<file path="config.mk">
export PLATFORM = sky130hd
export DESIGN_NAME = lrs_divider
export DESIGN_NICKNAME = d
export VERILOG_FILES = /design/src/hw/rtl/lrs_pkg.sv /design/src/hw/rtl/lrs_divider.sv
export SDC_FILE = /design/constraint.sdc
export NUM_CORES = 1
export LEC_CHECK = 0
export ABC_CLOCK_PERIOD_IN_PS = 2200
export BUFFER_PORTS_ARGS = -buffer_cell sky130_fd_sc_hd__buf_2
export CORE_ASPECT_RATIO = 2
export CORE_MARGIN = 2
export CORE_UTILIZATION = 50
export DETAILED_ROUTE_END_ITERATION = 8
export GPL_TIMING_DRIVEN = 0
export HOLD_SLACK_MARGIN = 0.1
export PLACE_DENSITY = 0.77
export SLEW_MARGIN = 20
export SYNTH_ARGS = -nofsm -noshare
export SYNTH_HDL_FRONTEND = slang
export SYNTH_SLANG_ARGS = --single-unit
</file>
<file path="constraint.sdc">
create_clock -name clk -period 2.2 [get_ports clk]
set_input_delay 0.11 -clock clk [delete_from_list [all_inputs] [get_ports clk]]
set_output_delay 0.11 -clock clk [all_outputs]
set_load 0.05 [all_outputs]
</file>
<file path="src/hw/rtl/lrs_pkg.sv">
// ----------------------------------------------------------------------------
// lrs_pkg: shared types, constants and kernel table of the Lanczos3 resampler
// Holds fixed widths, the one-hot controller states, register indexes and the
// Q16 Lanczos3 table built at elaboration.
// ----------------------------------------------------------------------------
`default_nettype none
package lrs_pkg;

  // kernel table
  localparam int KERNEL_STEPS = 64;
  localparam int TAB_LEN      = 3 * KERNEL_STEPS;
  localparam int TAB_IW       = $clog2(TAB_LEN);
  localparam int KW           = 18;  // raw weight, signed Q16

  // taps and datapath widths
  localparam int MAX_TAPS = 6;
  localparam int TAP_W    = 3;
  localparam int IDX_W    = 9;   // source pixel index
  localparam int DIV_W    = 36;  // dividend and quotient
  localparam int DVS_W    = 20;  // divisor
  localparam int CQ_W     = DIV_W + 1;
  localparam int W_W      = 24;  // normalized weight, signed Q16
  localparam int SUM_W    = 21;
  localparam int ACC_W    = 64;

  localparam longint unsigned PI_Q30 = 64'd3373259426;
  localparam longint unsigned PI_Q20 = 64'd3294199;

  typedef logic signed [KW-1:0] kent_t;
  typedef kent_t ktab_t [TAB_LEN];

  // controller states
  typedef enum logic [6:0] {
    S_IDLE = 7'b0000001,
    S_CDIV = 7'b0000010,
    S_WGT  = 7'b0000100,
    S_NDIV = 7'b0001000,
    S_MAC  = 7'b0010000,
    S_DONE = 7'b0100000,
    S_HOLD = 7'b1000000
  } state_t;

  // configuration register indexes
  typedef enum logic [2:0] {
    REG_SRC_W  = 3'd0,
    REG_SRC_H  = 3'd1,
    REG_DST_W  = 3'd2,
    REG_DST_H  = 3'd3,
    REG_CHAN   = 3'd4
  } reg_idx_t;

  // tap window and weight of one axis
  typedef struct packed {
    logic [IDX_W-1:0] first;
    logic [TAP_W-1:0] count;
    logic signed [KW-1:0] weight;
  } axis_t;

  // unsigned 64-bit quotient by shift and subtract, elaboration only
  function automatic longint unsigned udiv64(longint unsigned num,
                                             longint unsigned den);
    logic [64:0] r;
    longint unsigned q;
    r = '0;
    q = '0;
    if (den == 0) return 0;
    for (int i = 63; i >= 0; i--) begin
      r = {r[63:0], num[i]};
      if (r >= {1'b0, den}) begin
        r    = r - {1'b0, den};
        q[i] = 1'b1;
      end
    end
    return q;
  endfunction

  // sin(pi*m/n) in Q30, elaboration only
  function automatic longint unsigned sin_pi_q30(longint unsigned m_in,
                                                 longint unsigned n);
    longint unsigned m, x, x2, term;
    longint s;
    m = m_in;
    if (n == 0) return 0;
    if (m > n) m = n;
    if (2 * m > n) m = n - m;
    x = udiv64(PI_Q30 * m, n);
    x2 = (x * x) >> 30;
    term = x;
    s = longint'(x);
    for (int t = 1; t <= 6; t++) begin
      term = udiv64((term * x2) >> 30, longint'((2 * t) * (2 * t + 1)));
      if ((t & 1) == 1) s = s - longint'(term);
      else s = s + longint'(term);
    end
    if (s < 0) s = 0;
    if (s > (64'sd1 <<< 30)) s = 64'sd1 <<< 30;
    return longint'(s);
  endfunction

  // Lanczos3 table in Q16, elaboration only
  function automatic ktab_t build_ktab();
    ktab_t tb;
    longint unsigned a, b, s1, s2, v, ks, sv, kq;
    sv = longint'(KERNEL_STEPS);
    tb[0] = kent_t'(65536);
    for (int k = 1; k < TAB_LEN; k++) begin
      ks = longint'(k);
      kq = udiv64(ks, sv);
      a  = sin_pi_q30(ks - kq * sv, sv);
      b  = sin_pi_q30(ks, 3 * sv);
      s1 = udiv64(a * sv * 64'd1048576, PI_Q20 * ks);
      s2 = udiv64(b * 3 * sv * 64'd1048576, PI_Q20 * ks);
      v  = (((s1 * s2) >> 30) + 64'd8192) >> 14;
      if ((kq & 64'd1) != 0) tb[k] = -kent_t'(v);
      else tb[k] = kent_t'(v);
    end
    return tb;
  endfunction

  localparam ktab_t KTAB = build_ktab();

endpackage
`default_nettype wire

</file>
<file path="src/hw/rtl/lrs_divider.sv">
// ----------------------------------------------------------------------------
// lrs_divider: iterative unsigned divider
// Restoring division, one quotient bit per cycle; done pulses with the result.
// ----------------------------------------------------------------------------
`default_nettype none
module lrs_divider (
  input  wire logic                    clk,
  input  wire logic                    rst,
  input  wire logic                    start,
  input  wire logic [lrs_pkg::DIV_W-1:0] dividend,
  input  wire logic [lrs_pkg::DVS_W-1:0] divisor,
  output logic                         busy,
  output logic                         done,
  output logic [lrs_pkg::DIV_W-1:0]    quotient,
  output logic                         rem_nz
);

  localparam int DW = lrs_pkg::DIV_W;
  localparam int VW = lrs_pkg::DVS_W;
  localparam int CW = $clog2(DW + 1);

  logic [CW-1:0] cnt;
  logic [VW-1:0] rem;
  logic [VW-1:0] dvs;
  logic [VW:0]   trial;
  logic          fits;

  assign trial = {rem, quotient[DW-1]};
  assign fits  = trial >= {1'b0, dvs};
  assign rem_nz = rem != '0;

  // control
  always_ff @(posedge clk) begin
    if (rst) begin
      busy <= 1'b0;
      done <= 1'b0;
      cnt  <= '0;
    end else begin
      done <= 1'b0;
      if (start) begin
        busy <= 1'b1;
        cnt  <= CW'(DW);
      end else if (busy) begin
        cnt <= cnt - 1'b1;
        if (cnt == CW'(1)) begin
          busy <= 1'b0;
          done <= 1'b1;
        end
      end
    end
  end

  // shift and subtract
  always_ff @(posedge clk) begin
    if (start) begin
      quotient <= dividend;
      rem      <= '0;
      dvs      <= divisor;
    end else if (busy) begin
      if (fits) begin
        rem      <= VW'(trial - {1'b0, dvs});
        quotient <= {quotient[DW-2:0], 1'b1};
      end else begin
        rem      <= trial[VW-1:0];
        quotient <= {quotient[DW-2:0], 1'b0};
      end
    end
  end

endmodule
`default_nettype wire

</file>
==> summary.md, run 1 <==
| Metric | Value |
|---|---|
| Placed inst area | `5290 µm²` |
| Yosys cell types | `57` |
| Clock Path Buffers | `2` |
| Power Density | `687 nW/µm²` |
| Number of global-route vias before repair | `4829` |
| Largest net degree at the start of global routing | `37` |
| Syn Nets | `508` |
| Register area share after synthesis | `48.6%` |
| Routed WL per cell | `about 23 µm` |
| Failing checks | `setup timing` |
| Fmax | `416 MHz` |
| CTS root buf | `clkbuf_16` |
| Max Clock Skew | `around 11 ps` |
| Post-Route WL | `between 15000 and 20000 µm` |
| CP Max Fanout | `5` |
| Slew @ Worst Pin | `1160 ps` |
| Switch Pwr | `1.58 mW` |
| Core Box Area | `8950 µm²` |
| Initial antenna violation count | `0` |
| Period minus WS final | `approximately 2400 ps` |
| Post-synth ARST share | `0%` |
| Die footprint | `10100 µm²` |
| Critical Path Start Type | `flop` |
| WP data arrival | `2600 ps` |
| Post-route DRC | `0` |
| Static leakage | `between 2 and 3 nW` |
| RSZ-0062 raised after global routing | `true` |
| Slew headroom | `between 20 and 25%` |
| Pins over their slew limit | `0` |
| Global route overflow | `0` |
| DRT Pass-1 Iters | `5` |
| Number of synthesized flops with an enable pin | `56` |
| Setup slack after layout | `-201 ps` |
| CTS H-tree depth | `3` |
| Routed vias | `4519` |
| Fillers | `489` |
| Design area | `6860 µm²` |
| Main synth FF type | `edfxtp_1` |
| Syn Area/Cell | `10.8 µm²` |
| DP HPWL | `9100 µm` |
| First-pass GRT wire length | `24100 µm` |
| Switch share | `33.5%` |
| Antenna diodes | `0` |
| FF+latch count, synth | `84` |
| Peak VDD IR | `approximately 0.63 mV` |
| Vias per cell | `6.24` |
| Most frequent cells in the layout | `buf_2, edfxtp_1, dlygate4sd3_1` |
| CTS tree | `done` |
| Clock transition at path regs | `around 70 ps` |
| Die span in y | `140 µm` |
| Max-cap viol count | `0` |
| Required @ worst endpoint | `2400 ps` |
| Cell Int Power | `between 3 and 4 mW` |
| # setup viols final | `21` |
| Reg power frac | `41.3%` |
| Synth Cell Area | `4610 µm²` |
| Die width | `71.9 µm` |
| Num CTS Buffers | `9` |
| Total Routing Usage GR | `approximately a third` |
| Clk Latency, worst-skew pair | `between 300 and 400 ps` |
| Setup crit end kind | `flop` |
| Hold Vio Cnt, Final | `0` |
| Starting Density | `51.5%` |
| Clock Power Share | `29.9%` |
| Clock sinks | `84` |
| Commonest non-fill, non-tap cell in the layout | `buf_2` |
| Syn-to-layout area delta | `48.7%` |
| Hold Worst Slack | `108 ps` |
| Layout cells sized above 1 | `a little over two fifths` |
| IO Pins | `98` |
| Outcome | `finished, violations left` |
| Gpl congestion | `0.923` |
| Iter 0 DRT Violations | `391` |
| Buffers added on ports | `96` |
| Combinational share of power | `28.8%` |
| Fin nets | `699` |
| Cells after Synth | `approximately 430` |
| Yosys warning total | `0` |
| Worst hold path class | `in -> reg` |
| Period utilization | `109%` |
| Site Rows | `between 40 and 50` |
| Post-DRT Antenna Nets | `0` |
| Crit path kind | `reg -> reg` |
critical path, stage by stage (launching register included):
cell and delay [ps]:
dfxtp_1 490, ha_4 280, a21oi_4 160, o21ai_4 100
a211oi_4 290, a21oi_4 120, nor3_4 270, buf_2 260
mux2i_1 210, a211oi_1 90
logic make-up after synthesis:
| family | Yosys count | share of synthesized area [%] |
|---|---|---|
| AO/OA/AOI/OAI | 85 | 12.5 |
| AND/OR/NAND/NOR | 118 | 13.5 |
| adder cells (fa/ha/maj) | 23 | 6.40 |
| multiplexers | 45 | 10.7 |
| buffers and inverters | 51 | 4.50 |
| XOR/XNOR | 20 | 3.80 |
| flip-flops | 84 | 48.6 |
layout make-up:
| class | count | area (µm²) | share of cell area [%] |
|---|---|---|---|
| sequential | 84 | 2260 | 32.9 |
| multi-input combinational | 291 | 2690 | 39.3 |
| timing repair buffer | 180 | 1280 | 18.7 |
| inverter | 36 | 140 | 2.04 |
| clock inverter | 7 | 43.8 | 0.639 |
| clock buffer | 9 | 225 | 3.28 |
| buffer | 15 | 90.1 | 1.31 |
| tap | 102 | 128 | 1.86 |
per-stage QoR:
stage | std cells | TNS, ps | utilization, % | setup WS (ps) | total power [mW]
2_1_floorplan | 426 | -990 | - | -159 | 2.69
3_3_place_gp | 624 | -32160 | 59.1 | -694 | 2.93
3_5_place_dp | 624 | -20250 | 59.1 | -452 | 2.96
4_1_cts | 718 | -991 | 74.5 | -108 | 4.58
5_1_grt | 724 | -5120 | 76.6 | -298 | 4.84
6_report | 724 | -3080 | 76.6 | -201 | 4.71
power groups by stage:
stage / clock network (mW) / logic (mW) / registers, mW
6_report: 1.41 / 1.36 / 1.94
5_1_grt: 1.47 / 1.42 / 1.95
4_1_cts: 1.40 / 1.26 / 1.92
3_5_place_dp: 0 / 1.02 / 1.94
3_3_place_gp: 0 / 0.993 / 1.94
2_1_floorplan: 0 / 0.512 / 2.18
state kept, by name, indices dropped and copies added (netlist names):
name      count
dvs          20
quotient     36
cnt           6
done          1
rem          20
busy          1
final timing paths:
path / from / to / slack, ps / depth (start not counted)
setup / recovery: rem[5] / rem[10] / -200 / 9
hold / removal: dividend[15] / quotient[15] / 110 / 2
setup reg to reg: rem[5] / rem[10] / -200 / 9
hold reg to reg: rem[2] / rem[2] / 500 / 2
cells in the mapped netlist (4+ instances only):
library cell	n	share of area, %
a211oi_1	6	0.98
a21oi_1	22	2.4
buf_1	4	0.33
clkbuf_1	7	0.57
dfxtp_1	28	12
edfxtp_1	56	36
ha_1	22	6.0
inv_1	36	2.9
mux2_2	35	8.5
mux2i_1	10	2.2
nand2_1	28	2.3
nand2b_1	6	0.81
nand3_1	13	1.4
nor2_1	27	2.2
nor3_1	13	1.4
nor4_1	8	1.1
o21ai_0	20	2.2
or3_1	8	1.1
xnor2_1	17	3.2
repair_timing:
| action | in CTS | in global routing |
|---|---|---|
| endpoints found under the hold margin | 54 | 2 |
| pin swaps | 30 | 13 |
| resized for setup | 78 | 30 |
| gates cloned | 2 | 0 |
| setup buffers | 23 | 4 |
| setup endpoints to repair | 21 | 57 |
| hold buffers | 53 | 2 |
routing by layer:
metal	GRT usage (%)	up-vias	wire length (µm)
li1	-	1958	-
met1	30.7	2131	5260
met2	57.3	335	8730
met3	6.37	95	1190
met4	21.0	0	1140
met5	0	-	0
Power figures use the tool's default switching activity.
==> run 2, diff against run 1 <==
--- a/config.mk
+++ b/config.mk
@@ -7,7 +7,7 @@
 export LEC_CHECK = 0
 export ABC_CLOCK_PERIOD_IN_PS = 2200
 export BUFFER_PORTS_ARGS = -buffer_cell sky130_fd_sc_hd__buf_2
-export CORE_ASPECT_RATIO = 2
+export CORE_ASPECT_RATIO = 1.75
 export CORE_MARGIN = 2
 export CORE_UTILIZATION = 50
 export DETAILED_ROUTE_END_ITERATION = 8
==> summary.md, run 2 (synthesis results as in run 1) <==
| Metric | Value |
|---|---|
| Outcome | `finished, violations left` |
| Failing checks | `setup timing` |
| Setup crit end kind | `flop` |
| Pins over their slew limit | `0 (unchanged)` |
| CTS root buf | `clkbuf_16` |
| Design area | `6840 µm² (-0.31%)` |
| CP Buf/Inv Count | `2 (+1)` |
| Static leakage | `2.77 nW (-1.2%)` |
| Starting Density | `51.0% (-0.49 points)` |
| Die span in y | `131 µm (-6.3%)` |
| Number of global-route vias before repair | `4614 (-4.5%)` |
| Max Clock Skew | `8.26 ps (-2.44 ps)` |
| First-pass GRT wire length | `22700 µm (-5.8%)` |
| Antenna diodes | `0 (unchanged)` |
| Hold Worst Slack | `114 ps (+5.70 ps)` |
| Worst hold path class | `in -> reg` |
| Top reg by flops | `quotient` |
| Gpl congestion | `0.891 (-3.4%)` |
| Max-cap viol count | `0 (unchanged)` |
| Most frequent cells in the layout | `buf_2, edfxtp_1, dlygate4sd3_1` |
| DP HPWL | `8880 µm (-2.4%)` |
| Placement Setup Slack | `-415 ps (+37.0 ps)` |
| Crit path kind | `reg -> reg` |
| Site Rows | `46 (-6.1%)` |
| Post-Route WL | `15300 µm (-6.3%)` |
| Hold EP | `quotient[14]` |
| Peak VDD IR | `0.656 mV (+3.3%)` |
| Critical Path Start | `rem[7]` |
| Buffers added on ports | `96 (unchanged)` |
| CTS H-tree depth | `3 (unchanged)` |
| Switch Pwr | `1.51 mW (-4.4%)` |
| Critical path, cell by cell | `ha_4 -> a21oi_4 -> o21ai_4 -> a211oi_2 -> a21oi_2 -> nor3_4 -> buf_6 -> buf_4 -> nor3_2 -> a2111oi_2` |
| Period minus WS final | `2430 ps (+26.2 ps)` |
| Fmax | `412 MHz (-1.1%)` |
| Post-DRT Antenna Nets | `0 (unchanged)` |
| Hold Vio Cnt, Final | `0 (unchanged)` |
| Finished Core Util | `75.6% (-0.96 points)` |
| Total Routing Usage GR | `29.3% (-2.2 points)` |
| Fillers | `517 (+5.7%)` |
| Hold Crit Start | `dividend[14]` |
| Clock Path Buffers | `2 (unchanged)` |
| IO Pins | `98 (unchanged)` |
| WP data arrival | `2650 ps (+50 ps)` |
| Power Density | `694 nW/µm² (+1.0%)` |
| Placed inst area | `5310 µm² (+0.43%)` |
| Slew @ Worst Pin | `1420 ps (+255 ps)` |
| Iter 0 DRT Violations | `301 (-23%)` |
| RSZ-0062 raised after global routing | `true` |
| Clk Latency, worst-skew pair | `340 ps (about the same)` |
| Period utilization | `110% (+1.2 points)` |
| Worst R2R Path Depth | `10 (+1)` |
| Total design power | `4.75 mW (+0.70%)` |
| Die footprint | `10000 µm² (-0.16%)` |
| Largest net degree at the start of global routing | `37 (unchanged)` |
| Syn-to-layout area delta | `48.2%` |
| CTS tree | `done` |
| Post-route DRC | `0 (unchanged)` |
| Crit Reg-Reg Endpoint | `rem[7]` |
| Routed WL per cell | `20.8 µm (-7.8%)` |
| Vias per cell | `5.88 (-5.9%)` |
| Clock sinks | `84 (unchanged)` |
| Largest register FFs | `36 (unchanged)` |
| Worst R2R Start | `rem[7]` |
| CP max stage cell | `dfxtp_2` |
| Layout cells sized above 1 | `42.7% (-0.070 points)` |
| Hold depth | `2 (unchanged)` |
| Cell family with most CP delay | `compound AO/OA/AOI/OAI gates` |
| Cell Int Power | `3.24 mW (+3.3%)` |
| Setup slack after layout | `-227 ps (-26.2 ps)` |
| # setup viols final | `21 (unchanged)` |
| Critical Path Start Type | `flop` |
| Commonest non-fill, non-tap cell in the layout | `buf_2` |
| Core Box Area | `9040 µm² (+0.95%)` |
| Biggest regs | `quotient (36), dvs (20), rem (20)` |
| Clock transition at path regs | `60 ps (about the same)` |
| R2R Setup Slk | `-230 ps (-30 ps)` |
| Combinational share of power | `27.8% (-1.0 points)` |
| DRT Pass-1 Iters | `5 (unchanged)` |
| Clock Power Share | `31.4% (+1.5 points)` |
| Die width | `76.6 µm (+6.5%)` |
| Num CTS Buffers | `9 (unchanged)` |
| Global route overflow | `0 (unchanged)` |
| Routed vias | `4325 (-4.3%)` |
| Switch share | `31.8% (-1.7 points)` |
| Slew headroom | `5.12% (-17 points)` |
| Initial antenna violation count | `0 (unchanged)` |
| Reg power frac | `40.8% (-0.5 points)` |
| CP peak stage delay | `440 ps (-50 ps)` |
| Required @ worst endpoint | `2420 ps (+20 ps)` |
| Fin nets | `693 (-0.86%)` |
| CP Max Fanout | `6 (+1)` |
==> run 2: changes by cell type in the layout (fill, tap and decap cells not counted), sizes merged <==
cell | before | now
dlygate4sd3 | 55 | 53
clkinvlp | 3 | 2
clkbuf | 16 | 19
buf | 133 | 129
bufinv | 0 | 1
clkinv | 4 | 1
==> run 2: worst register-to-register path, stage by stage, from the launching register on <==
cell and delay [ps]:
dfxtp_2 440, ha_4 260, a21oi_4 180, o21ai_4 100, a211oi_2 300, a21oi_2 130, nor3_4 280, buf_6 220
buf_4 140, nor3_2 40, a2111oi_2 220
==> run 2: metal layers <==
layer | up-vias | track usage (%) | routed length (µm)
li1 | 1944 | - | -
met1 | 2028 | 29.0 | 5260
met2 | 263 | 54.0 | 7950
met3 | 90 | 5.48 | 1050
met4 | 0 | 23.0 | 1050
met5 | - | 0 | 0
==> run 2: worst max-delay path by stage <==
stage	cells past startpoint	endpoint
after floorplan	10	rem[10]
after global placement	5	quotient[6]
after detailed placement	9	quotient[0]
after CTS	11	rem[7]
after global routing	11	rem[7]
final	10	rem[7]
==> run 2: metrics by stage <==
step,cells,setup TNS [ps]
after floorplan,426,-990
after global placement,642,-31640
after detailed placement,642,-20170
after CTS,732,-422
after global routing,736,-5260
final,736,-3670
==> run 2: cell type report <==
class / instances / area, µm² / area share (%)
plain buffers: 15 / 90.1 / 1.32
clock buffers: 12 / 236 / 3.46
clock inverters: 4 / 50.0 / 0.732
inverters: 36 / 138 / 2.01
multi-input cells: 291 / 2700 / 39.5
flip-flops and latches: 84 / 2250 / 33.0
well taps: 120 / 150 / 2.20
repair buffers: 174 / 1220 / 17.8
==> run 2: what timing repair did <==
| action | 4_1_cts | 5_1_grt |
|---|---|---|
| endpoints found under the setup margin | 29 | 21 |
| hold endpoints to repair | 53 | 0 |
| hold buffers | 53 | 0 |
| pin swaps | 23 | 17 |
| cloned | 2 | 0 |
| resized for setup | 70 | 32 |
| setup buffers | 19 | 4 |
==> run 2: power groups by stage <==
| stage | Sequential (mW) | Combinational (mW) | Clock (mW) |
|---|---|---|---|
| finish | 1.94 | 1.32 | 1.49 |
| global placement | 1.94 | 0.991 | 0 |
| CTS | 1.93 | 1.22 | 1.49 |
| global route | 1.95 | 1.39 | 1.56 |
| detailed placement | 1.95 | 1.01 | 0 |
| floorplan | 2.18 | 0.512 | 0 |
